<file path="src/sorted_stream_merge_join_core_defines.svh">
// assertion macros for the sorted stream merge join core
// used by the core and its head-state module; no other dependencies
`ifndef SORTED_STREAM_MERGE_JOIN_CORE_DEFINES_SVH
`define SORTED_STREAM_MERGE_JOIN_CORE_DEFINES_SVH

`ifndef SYNTHESIS

// property that must hold at every clock edge outside reset
`define SSMJ_ASSERT(label, clk, rstn, prop) \
    label: assert property (@(posedge clk) disable iff (!rstn) (prop)) \
        else $error("ssmj assertion failed");

// same-cycle implication
`define SSMJ_ASSERT_IMP(label, clk, rstn, ante, cons) \
    label: assert property (@(posedge clk) disable iff (!rstn) (ante) |-> (cons)) \
        else $error("ssmj implication failed");

// next-cycle implication
`define SSMJ_ASSERT_NXT(label, clk, rstn, ante, cons) \
    label: assert property (@(posedge clk) disable iff (!rstn) (ante) |=> (cons)) \
        else $error("ssmj next-cycle implication failed");

`else

`define SSMJ_ASSERT(label, clk, rstn, prop)
`define SSMJ_ASSERT_IMP(label, clk, rstn, ante, cons)
`define SSMJ_ASSERT_NXT(label, clk, rstn, ante, cons)

`endif

`endif

</file>
<file path="src/ssmj_pkg.sv">
// shared types and constants for the sorted stream merge join core
// no dependencies
`timescale 1ns / 1ps

package ssmj_pkg;

    // fixed field widths
    localparam int QTY_BITS     = 31;
    localparam int OUT_QTY_BITS = 32;

    // stream code carried on the source field
    localparam logic SRC_PRICE = 1'b0;

    // hint to the feeder about which stream to send next
    typedef enum logic [1:0] {
        NEXT_PRICE  = 2'd0,
        NEXT_WEIGHT = 2'd1,
        NEXT_NONE   = 2'd2
    } ssmj_next_t;

    // status that travels with each result beat
    typedef struct packed {
        logic       record_valid;
        ssmj_next_t next_source;
        logic       finished;
        logic       out_of_turn;
    } ssmj_flags_t;

endpackage

</file>
<file path="src/ssmj_heads.sv">
// head-record state of both streams and the combinational merge decision
// depends on ssmj_pkg and sorted_stream_merge_join_core_defines.svh
`timescale 1ns / 1ps
`include "sorted_stream_merge_join_core_defines.svh"

module ssmj_heads #(
    parameter int KEY_BITS   = 32,
    parameter int VALUE_BITS = 32
) (
    input  logic                             aclk,
    input  logic                             aresetn,
    input  logic                             step_en,
    input  logic                             in_source,
    input  logic                             in_stream_end,
    input  logic signed [KEY_BITS-1:0]       in_key,
    input  logic [ssmj_pkg::QTY_BITS-1:0]     in_quantity,
    input  logic signed [VALUE_BITS-1:0]     in_value,
    output logic signed [KEY_BITS-1:0]       res_key,
    output logic [ssmj_pkg::OUT_QTY_BITS-1:0] res_quantity,
    output logic signed [VALUE_BITS-1:0]     res_price,
    output logic signed [VALUE_BITS-1:0]     res_weight,
    output ssmj_pkg::ssmj_flags_t            res_flags
);

    import ssmj_pkg::*;

    // head registers
    logic                          a_full_reg, a_full_next;
    logic                          b_full_reg, b_full_next;
    logic                          a_done_reg, a_done_next;
    logic                          b_done_reg, b_done_next;
    logic signed [KEY_BITS-1:0]    a_key_reg, a_key_next;
    logic signed [KEY_BITS-1:0]    b_key_reg, b_key_next;
    logic [QTY_BITS-1:0]           a_qty_reg, a_qty_next;
    logic [QTY_BITS-1:0]           b_qty_reg, b_qty_next;
    logic signed [VALUE_BITS-1:0]  a_price_reg, a_price_next;
    logic signed [VALUE_BITS-1:0]  b_weight_reg, b_weight_next;

    // state after the incoming beat is loaded, before emission
    logic a_full_ld, b_full_ld, take_a, take_b, oot;

    // load, compare, emit and derive the hint
    always_comb begin
        a_full_ld     = a_full_reg;
        b_full_ld     = b_full_reg;
        a_done_next   = a_done_reg;
        b_done_next   = b_done_reg;
        a_key_next    = a_key_reg;
        b_key_next    = b_key_reg;
        a_qty_next    = a_qty_reg;
        b_qty_next    = b_qty_reg;
        a_price_next  = a_price_reg;
        b_weight_next = b_weight_reg;
        oot           = 1'b0;

        if (in_source == SRC_PRICE) begin
            if (a_full_reg || a_done_reg) begin
                oot = 1'b1;
            end else if (in_stream_end) begin
                a_done_next = 1'b1;
            end else begin
                a_full_ld    = 1'b1;
                a_key_next   = in_key;
                a_qty_next   = in_quantity;
                a_price_next = in_value;
            end
        end else begin
            if (b_full_reg || b_done_reg) begin
                oot = 1'b1;
            end else if (in_stream_end) begin
                b_done_next = 1'b1;
            end else begin
                b_full_ld     = 1'b1;
                b_key_next    = in_key;
                b_qty_next    = in_quantity;
                b_weight_next = in_value;
            end
        end

        // pick the smaller key, both on a tie; a lone head goes once the other stream ends
        take_a = 1'b0;
        take_b = 1'b0;
        if (a_full_ld && b_full_ld) begin
            if (a_key_next < b_key_next) begin
                take_a = 1'b1;
            end else if (b_key_next < a_key_next) begin
                take_b = 1'b1;
            end else begin
                take_a = 1'b1;
                take_b = 1'b1;
            end
        end else if (a_full_ld && b_done_next) begin
            take_a = 1'b1;
        end else if (b_full_ld && a_done_next) begin
            take_b = 1'b1;
        end

        a_full_next = a_full_ld && !take_a;
        b_full_next = b_full_ld && !take_b;

        // merged record, zero when nothing is emitted
        res_key      = take_a ? a_key_next : (take_b ? b_key_next : '0);
        res_quantity = (take_a ? {1'b0, a_qty_next} : '0) + (take_b ? {1'b0, b_qty_next} : '0);
        res_price    = take_a ? a_price_next : '0;
        res_weight   = take_b ? b_weight_next : '0;

        res_flags.record_valid = take_a || take_b;
        res_flags.out_of_turn  = oot;
        res_flags.finished     = a_done_next && b_done_next && !a_full_next && !b_full_next;
        if (!a_full_next && !a_done_next) begin
            res_flags.next_source = NEXT_PRICE;
        end else if (!b_full_next && !b_done_next) begin
            res_flags.next_source = NEXT_WEIGHT;
        end else begin
            res_flags.next_source = NEXT_NONE;
        end
    end

    // control state
    always_ff @(posedge aclk) begin
        if (!aresetn) begin
            a_full_reg <= 1'b0;
            b_full_reg <= 1'b0;
            a_done_reg <= 1'b0;
            b_done_reg <= 1'b0;
        end else if (step_en) begin
            a_full_reg <= a_full_next;
            b_full_reg <= b_full_next;
            a_done_reg <= a_done_next;
            b_done_reg <= b_done_next;
        end
    end

    // head payload
    always_ff @(posedge aclk) begin
        if (step_en) begin
            a_key_reg    <= a_key_next;
            b_key_reg    <= b_key_next;
            a_qty_reg    <= a_qty_next;
            b_qty_reg    <= b_qty_next;
            a_price_reg  <= a_price_next;
            b_weight_reg <= b_weight_next;
        end
    end

    // both heads are never left waiting together
    `SSMJ_ASSERT(a_heads_not_both_full, aclk, aresetn, !(a_full_reg && b_full_reg))
    // a head is never left waiting once the other stream has ended
    `SSMJ_ASSERT(a_price_head_drained, aclk, aresetn, !(a_full_reg && b_done_reg))
    `SSMJ_ASSERT(a_weight_head_drained, aclk, aresetn, !(b_full_reg && a_done_reg))

endmodule

</file>
<file path="src/sorted_stream_merge_join_core.sv">
// The result of an accepted input beat is registered and shows in the next cycle.
// Throughput: one beat per cycle while m_ready holds; the head compare and the quantity add
// finish between the head registers and the output register.
// Output register frees the input whenever the result is taken or empty.
// Reset: synchronous active-low aresetn empties both heads and end flags.
`timescale 1ns / 1ps
`include "sorted_stream_merge_join_core_defines.svh"

module sorted_stream_merge_join_core #(
    parameter int KEY_BITS   = 32,
    parameter int VALUE_BITS = 32
) (
    input  logic                             aclk,
    input  logic                             aresetn,
    input  logic                             s_valid,
    output logic                             s_ready,
    input  logic                             s_source,
    input  logic                             s_stream_end,
    input  logic signed [KEY_BITS-1:0]       s_key,
    input  logic [ssmj_pkg::QTY_BITS-1:0]     s_quantity,
    input  logic signed [VALUE_BITS-1:0]     s_value,
    output logic                             m_valid,
    input  logic                             m_ready,
    output logic                             m_record_valid,
    output logic signed [KEY_BITS-1:0]       m_out_key,
    output logic [ssmj_pkg::OUT_QTY_BITS-1:0] m_out_quantity,
    output logic signed [VALUE_BITS-1:0]     m_out_price,
    output logic signed [VALUE_BITS-1:0]     m_out_weight,
    output logic [1:0]                       m_next_source,
    output logic                             m_finished,
    output logic                             m_out_of_turn
);

    import ssmj_pkg::*;

    logic                          accept;
    logic signed [KEY_BITS-1:0]    res_key;
    logic [OUT_QTY_BITS-1:0]       res_quantity;
    logic signed [VALUE_BITS-1:0]  res_price;
    logic signed [VALUE_BITS-1:0]  res_weight;
    ssmj_flags_t                   res_flags;

    logic                          m_valid_reg;
    logic signed [KEY_BITS-1:0]    key_reg;
    logic [OUT_QTY_BITS-1:0]       qty_reg;
    logic signed [VALUE_BITS-1:0]  price_reg;
    logic signed [VALUE_BITS-1:0]  weight_reg;
    ssmj_flags_t                   flags_reg;

    // a beat enters whenever the output register is empty or being emptied
    assign s_ready = !m_valid_reg || m_ready;
    assign accept  = s_valid && s_ready;

    // head state and merge decision
    ssmj_heads #(
        .KEY_BITS   (KEY_BITS),
        .VALUE_BITS (VALUE_BITS)
    ) u_heads (
        .aclk          (aclk),
        .aresetn       (aresetn),
        .step_en       (accept),
        .in_source     (s_source),
        .in_stream_end (s_stream_end),
        .in_key        (s_key),
        .in_quantity   (s_quantity),
        .in_value      (s_value),
        .res_key       (res_key),
        .res_quantity  (res_quantity),
        .res_price     (res_price),
        .res_weight    (res_weight),
        .res_flags     (res_flags)
    );

    // output valid
    always_ff @(posedge aclk) begin
        if (!aresetn) begin
            m_valid_reg <= 1'b0;
        end else if (accept) begin
            m_valid_reg <= 1'b1;
        end else if (m_ready) begin
            m_valid_reg <= 1'b0;
        end
    end

    // output payload
    always_ff @(posedge aclk) begin
        if (accept) begin
            key_reg    <= res_key;
            qty_reg    <= res_quantity;
            price_reg  <= res_price;
            weight_reg <= res_weight;
            flags_reg  <= res_flags;
        end
    end

    assign m_valid        = m_valid_reg;
    assign m_record_valid = flags_reg.record_valid;
    assign m_out_key      = key_reg;
    assign m_out_quantity = qty_reg;
    assign m_out_price    = price_reg;
    assign m_out_weight   = weight_reg;
    assign m_next_source  = flags_reg.next_source;
    assign m_finished     = flags_reg.finished;
    assign m_out_of_turn  = flags_reg.out_of_turn;

    // an accepted beat always shows up at the output next cycle
    `SSMJ_ASSERT_NXT(a_accept_loads_output, aclk, aresetn, accept, m_valid_reg)
    // a finished merge asks for no more beats
    `SSMJ_ASSERT_IMP(a_finished_no_next, aclk, aresetn, m_valid_reg && flags_reg.finished,
        flags_reg.next_source == NEXT_NONE)
    // an empty result carries a zero record
    `SSMJ_ASSERT_IMP(a_empty_result_zero, aclk, aresetn,
        m_valid_reg && !flags_reg.record_valid,
        qty_reg == '0 && price_reg == '0 && weight_reg == '0 && key_reg == '0)

endmodule
</file>
<file path="config.mk">
export PLATFORM = sky130hd
export DESIGN_NAME = sorted_stream_merge_join_core
export DESIGN_NICKNAME = d
export VERILOG_FILES = /design/src/ssmj_pkg.sv /design/src/ssmj_heads.sv /design/src/sorted_stream_merge_join_core.sv
export VERILOG_INCLUDE_DIRS = /design/src /design/src/src
export SDC_FILE = /design/constraint.sdc
export NUM_CORES = 1
export LEC_CHECK = 0
export ABC_AREA = 1
export BUFFER_PORTS_ARGS = -buffer_cell sky130_fd_sc_hd__buf_2
export CORE_ASPECT_RATIO = 1.2
export CORE_UTILIZATION = 45
export CTS_BUF_LIST = sky130_fd_sc_hd__clkbuf_2
export DETAILED_ROUTE_END_ITERATION = 8
export PLACE_DENSITY = 0.71
export RECOVER_POWER = 25
export REMOVE_ABC_BUFFERS = 1
export SYNTH_ARGS = -nofsm -noshare
export SYNTH_HDL_FRONTEND = slang
export SYNTH_SLANG_ARGS = --single-unit
</file>
<file path="constraint.sdc">
create_clock -name aclk -period 39.1 [get_ports aclk]
set_input_delay 1.955 -clock aclk [delete_from_list [all_inputs] [get_ports aclk]]
set_output_delay 1.955 -clock aclk [all_outputs]
set_load 0.02 [all_outputs]
</file>
---- Yosys cells after proc, flatten, opt, wreduce, memory -nomap -nowiden ----
Index checks and enable logic that the tools add are counted.
storage, ports and cells
  ROM bits ................................ 0
  bits in writable memories ............... 0
  bits in registers ....................... 328
  bits in latches ......................... 0
  memories kept ........................... 0
  word-level logic and storage cells ...... 93
cells by class
  div/mod/pow operators ................... 0
  muxes and demuxes ....................... 48
  reductions and logical operators ........ 23
  order comparisons ....................... 2
  $add $sub $neg .......................... 1
  multiply operators ...................... 0
  shifts and indexed selects .............. 0
  bitwise operators ....................... 0
  equality and inequality tests ........... 0
operators by type and width
  kind               count
  $mux 32            14
  $mux 31            8
  $lt 32x32->1       2
  $add 32x32->32     1
  $mux 1             25
  $logic_and 1x1->1  11
  $logic_not 1->1    7
  $logic_or 1x1->1   4
  $mux 2             1
  $reduce_bool 2->1  1

---- Logic depth before layout (Yosys ltp) ----
  word-level depth ........................ 12
  mapped depth ............................ 42

---- Cells and area by module ----
A second synthesis with hierarchy kept.
unflattened totals
  cell total of the unflattened synthesis .. 1642
  area, all modules ....................... 16265.6 µm²
by module, submodules not included
  module                         times used  seq. area each (µm²)  cells each  area an instance (µm²)
  ssmj_heads                     1           5785.5                1502        12220.5
  sorted_stream_merge_join_core  1           4013.8                140         4045.1

---- Least setup slack after synthesis ----
No wires, ideal clock.
  path type ............................... input port to flip-flop
  start ................................... input s_valid
  end ..................................... register u_heads.a_full_reg
  arrival time ............................ 18722 ps
  slack ................................... 20187 ps
  stages .................................. 4
  path buffers ............................ 0
  cells stage by stage .................... inv_1 -> a21oi_1 -> o21ai_0 -> a21oi_1
between the ends
  cells in the longest elaborated chain, start to end .. 1
ends and longest elaborated chain
  item                    line                                 text
  start: declaration      sorted_stream_merge_join_core.sv:15  input logic s_valid,
  $logic_and 1x1->1       sorted_stream_merge_join_core.sv:52  assign accept = s_valid && s_ready;
  named net accept        sorted_stream_merge_join_core.sv:36  logic accept;
  end signal: assignment  ssmj_heads.sv:127                    a_full_reg <= a_full_next;
  end: declaration        ssmj_heads.sv:28                     logic a_full_reg, a_full_next;
The timed path passes the listed nets, and every way through them passes these cells.
A chain may end at the register's enable or synchronous reset.

---- Final worst setup path ----
  start ................................... input s_source
  end ..................................... register qty_reg[21] (netlist: m_out_quantity[21]), data pin
between the ends
  cells in the longest elaborated chain, start to end .. 7
  elaborated cells between the ends (all ways) .. 24
ends and longest elaborated chain
  item                              line                                 text
  start: declaration                sorted_stream_merge_join_core.sv:17  input logic s_source,
  $mux 32 (*)                       ssmj_heads.sv:56                     if (in_source == SRC_PRICE) begin
  named net u_heads.b_key_next[31]  ssmj_heads.sv:33                     logic signed [KEY_BITS-1:0] b_key_reg, b_key_next;
  $lt 32x32->1                      ssmj_heads.sv:86                     end else if (b_key_next < a_key_next) begin
  $mux 1                            ssmj_heads.sv:86
  $mux 1                            ssmj_heads.sv:84                     if (a_key_next < b_key_next) begin
  $mux 1                            ssmj_heads.sv:83                     if (a_full_ld && b_full_ld) begin
  $mux 31                           ssmj_heads.sv:103                    res_quantity = (take_a ? {1'b0, a_qty_next} : '0) + (take_b ? {1'b0, b_qty_next} : '0);
  $add 32x32->32 (*)                ssmj_heads.sv:103
  named net res_quantity[21]        sorted_stream_merge_join_core.sv:38  logic [OUT_QTY_BITS-1:0] res_quantity;
  end signal: assignment            sorted_stream_merge_join_core.sv:89  qty_reg <= res_quantity;
  end: declaration                  sorted_stream_merge_join_core.sv:45  logic [OUT_QTY_BITS-1:0] qty_reg;
The timed path passes the listed nets; every way through them passes the cells marked *.

==> impl_results.md <==
- Largest family of logic cells by synthesized area: simple AND/OR/NAND/NOR gates
- Synth Area in Simple Gates: 0.1352
- Slowest-stage cell, CP: clkbuf_1
- Setup Viol. Count Final: 0
- Worst-Margin Slew: between 3 and 4 ns
- I/O pins: approximately 240
- Sequential element share of the synthesized area: 0.5966
- Hold_buf cts: 0
- Chip height: 211.3 um
- DIE AREA: 37270 um2
- IO Port Bufs: 235
- Dpl ws: between 20 and 30 ns
- Max_slew headroom: -1.353
- Initial DRC count: 1106
- Crit path kind: input pin to flop
- Post-synth cell types: between 40 and 50
- H-tree depth: 3
- Fmax: just under 100 MHz
- R2R depth: 33
- First-pass GRT wire length: ~64 mm
- GP Congestion: slightly below 0.9
- Syn avg cell area: roughly 10 um2
- CTS tree: yes
- Setup repair after global routing missed its margin: false
- Reg-to-reg startpoint: u_heads.b_done_reg
- Launch point of the worst path: s_source
- Clk slew on worst S/H paths: about 0.10 ns
- Postcts setup bufs: 0
- Row count: 76
- Final WL: between 40 and 50 mm
- Static Leak: 8.743 nW
- Routed WL per cell: around 17 um
- Met1 usage: 0.2757
- Hold Fails Final Rpt: 0
- Violated checks: max-capacitance violations, max-slew violations
- Initial antenna violation count: 5
- Cell count after synthesis: ~1600
- Min-Delay Path Class: flop to flop
- Clock sinks: 328
- Ys Warns: 0
- Hold endpoint: m_valid
- Max clock buf depth: 3
- Period utilization: 0.2613
- Largest net degree at the start of global routing: ~170
- Worst hold stages: 2
- Critical path capture point type: flop
- TNS Setup: 0 ns
- Final setup margin: 28.88 ns
- Max IR drop VDD: ~0.037 mV
- Clock Skews: roughly 0.064 ns
- Outcome: finished with violations
- Via density: roughly 5.2
- Tot Pwr: 839.8 uW
- Synth Area in Compound Gates: 0.1175
- CP required: approximately 40 ns
- Grt total ovfl: 0
- Critical Path Fanout Max: between 60 and 70
- Starting Density: 0.4569
- DR DRC count: 0
- Root Driver: clkbuf_2
- Met2 GRT Util: 0.3709
- Post-synthesis register bit count: ~330
- GRT Util Overall: 0.2186
- Core area: 35940 um2
- PwrDens: ~45 nW/um2
- Die W: 176.4 um
- Met3 usage: 0.04896
- CTS Buf Count: 83
- Adder-cell share of the synthesized area: 0.04921
- Nets: just over 2000
- Worst Setup Start Kind: input pin
- Final Slew Violations: between 150 and 200
- Number of max-cap violations: 4
- Hold Path Origin: m_valid
- Area Growth Syn to Fin: 13.87%
- Top cell by count, worst path: nand2_1
- Post-cts sizing count: 0
- Final min period: a little over 10 ns
- Hpwl dp: approximately 26 mm
- Mapped cell area: ~16000 um2
- Max incr delay on CP: around 2.5 ns
- R2r setup slk: slightly below 30 ns
- R2r endpoint: m_out_quantity[21]
- Critical path arrival: roughly 11 ns
- Layout cells sized above 1: 0.2119
- Most Crowded Layer GR: met2
- Post-DRT Antenna Nets: 0
- Post-synthesis mux area share: 0
- Synth Area in XOR/XNOR: 0.01493
- Drt pass-1 iters: 5
- Clk_lat worst skew: ~0.89 ns
- Number of global-route vias before repair: roughly 13000
- Vias post-DR: 12560
- Fillers: ~3300
==> Yosys cell counts, drive strengths merged <==
library cell	n	area, um2
edfxtp	323	9699
nand2	294	1114
inv	280	1054
nor2	207	894.6
o21ai	118	590.6
a22oi	66	495.5
ha	63	788.3
o22ai	60	375.4
a21oi	54	270.3
buf	39	241.5
clkbuf	32	122.6
xor2	22	192.7
nand3	21	110.1
a21o	6	45.04
a31oi	6	37.54
o21a	6	45.04
xnor2	6	52.55
dfxtp	5	100.1
nor3	5	25.02
nand4	4	25.02
nor4	3	25.02
a21boi	2	15.01
o211ai	2	15.01
o21bai	2	15.01
or2	2	12.51
clkinv	1	3.750
fa	1	20.02
nand3b	1	7.510
nor3b	1	7.510
o2111ai	1	8.760
o221ai	1	8.760
o31ai	1	7.510
==> kinds of logic (layout without fill, tap and decap cells) <==
family	count (synthesis)	in the layout
AO/OA/AOI/OAI	325	325
XOR/XNOR	28	28
adder cells (fa/ha/maj)	64	64
buffers and inverters	352	666
flip-flops	328	328
other	0	3
AND/OR/NAND/NOR	538	538
==> stage by stage <==
stage          cell area [um2]  utilization  instances  hold slack [ns]
5_1_grt                  18700       0.5203       2419           0.5819
3_3_place_gp             17960       0.4996       2281           0.5286
4_1_cts                  18720       0.5209       2417           0.5578
6_report                 18700       0.5203       2420           0.5532
2_1_floorplan            16060            -       1564           0.5006
3_5_place_dp             17960       0.4996       2281           0.5385
==> cell type report <==
cell class	instances	area [um2]	share of cell area
flip-flops and latches	328	9799	0.5240
inverters	281	1057	0.05653
clock buffers	113	565.5	0.03024
clock inverters	23	198.9	0.01064
diodes	3	7.507	0.0004014
well taps	468	585.6	0.03131
repair buffers	249	1271	0.06797
multi-input cells	955	5218	0.2790
==> routing by layer <==
metal	vias up	share of wire
li1	6080	-
met1	5911	0.42
met2	503	0.49
met3	58	0.075
met4	6	0.018
met5	-	0.00081
==> critical path, delay by kind of cell <==
kind / cells / cell delay [ns]
buffers and inverters: 8 / 4.15
adder cells (fa/ha/maj): 2 / 0.63
AO/OA/AOI/OAI: 5 / 1.24
AND/OR/NAND/NOR: 20 / 2.76
==> how the worst max path moves through the flow <==
stage	depth (start not counted)	end	slack, ns
after floorplan	4	u_heads.a_full_reg	20.19
after global placement	32	m_out_quantity[29]	29.30
after detailed placement	32	m_out_quantity[29]	29.16
after CTS	32	m_out_quantity[29]	30.12
after global routing	38	m_out_quantity[21]	28.23
final	35	m_out_quantity[21]	28.88
==> cell usage in the layout, fill, tap and decap left out, types with 9 or more instances in the layout <==
cell type | Yosys | final
o22ai_1 | 60 | 60
ha_1 | 63 | 63
nor2_2 | 41 | 40
clkinv_1 | 1 | 17
a21oi_1 | 54 | 53
nand2_1 | 292 | 292
clkbuf_2 | 2 | 113
inv_1 | 276 | 275
buf_4 | 6 | 9
xor2_1 | 22 | 22
o21ai_1 | 37 | 37
nand3_1 | 20 | 20
a22oi_1 | 66 | 66
nor2_1 | 164 | 165
buf_2 | 16 | 229
edfxtp_1 | 323 | 323
clkbuf_1 | 30 | 10
o21ai_0 | 81 | 81
==> power breakdown <==
group	internal (mW)	switching [mW]
Combinational	0.0488	0.114
Clock	0.103	0.135
Sequential	0.429	0.00943
Total	0.581	0.259
No activity file was read; power rests on OpenSTA's default activity.
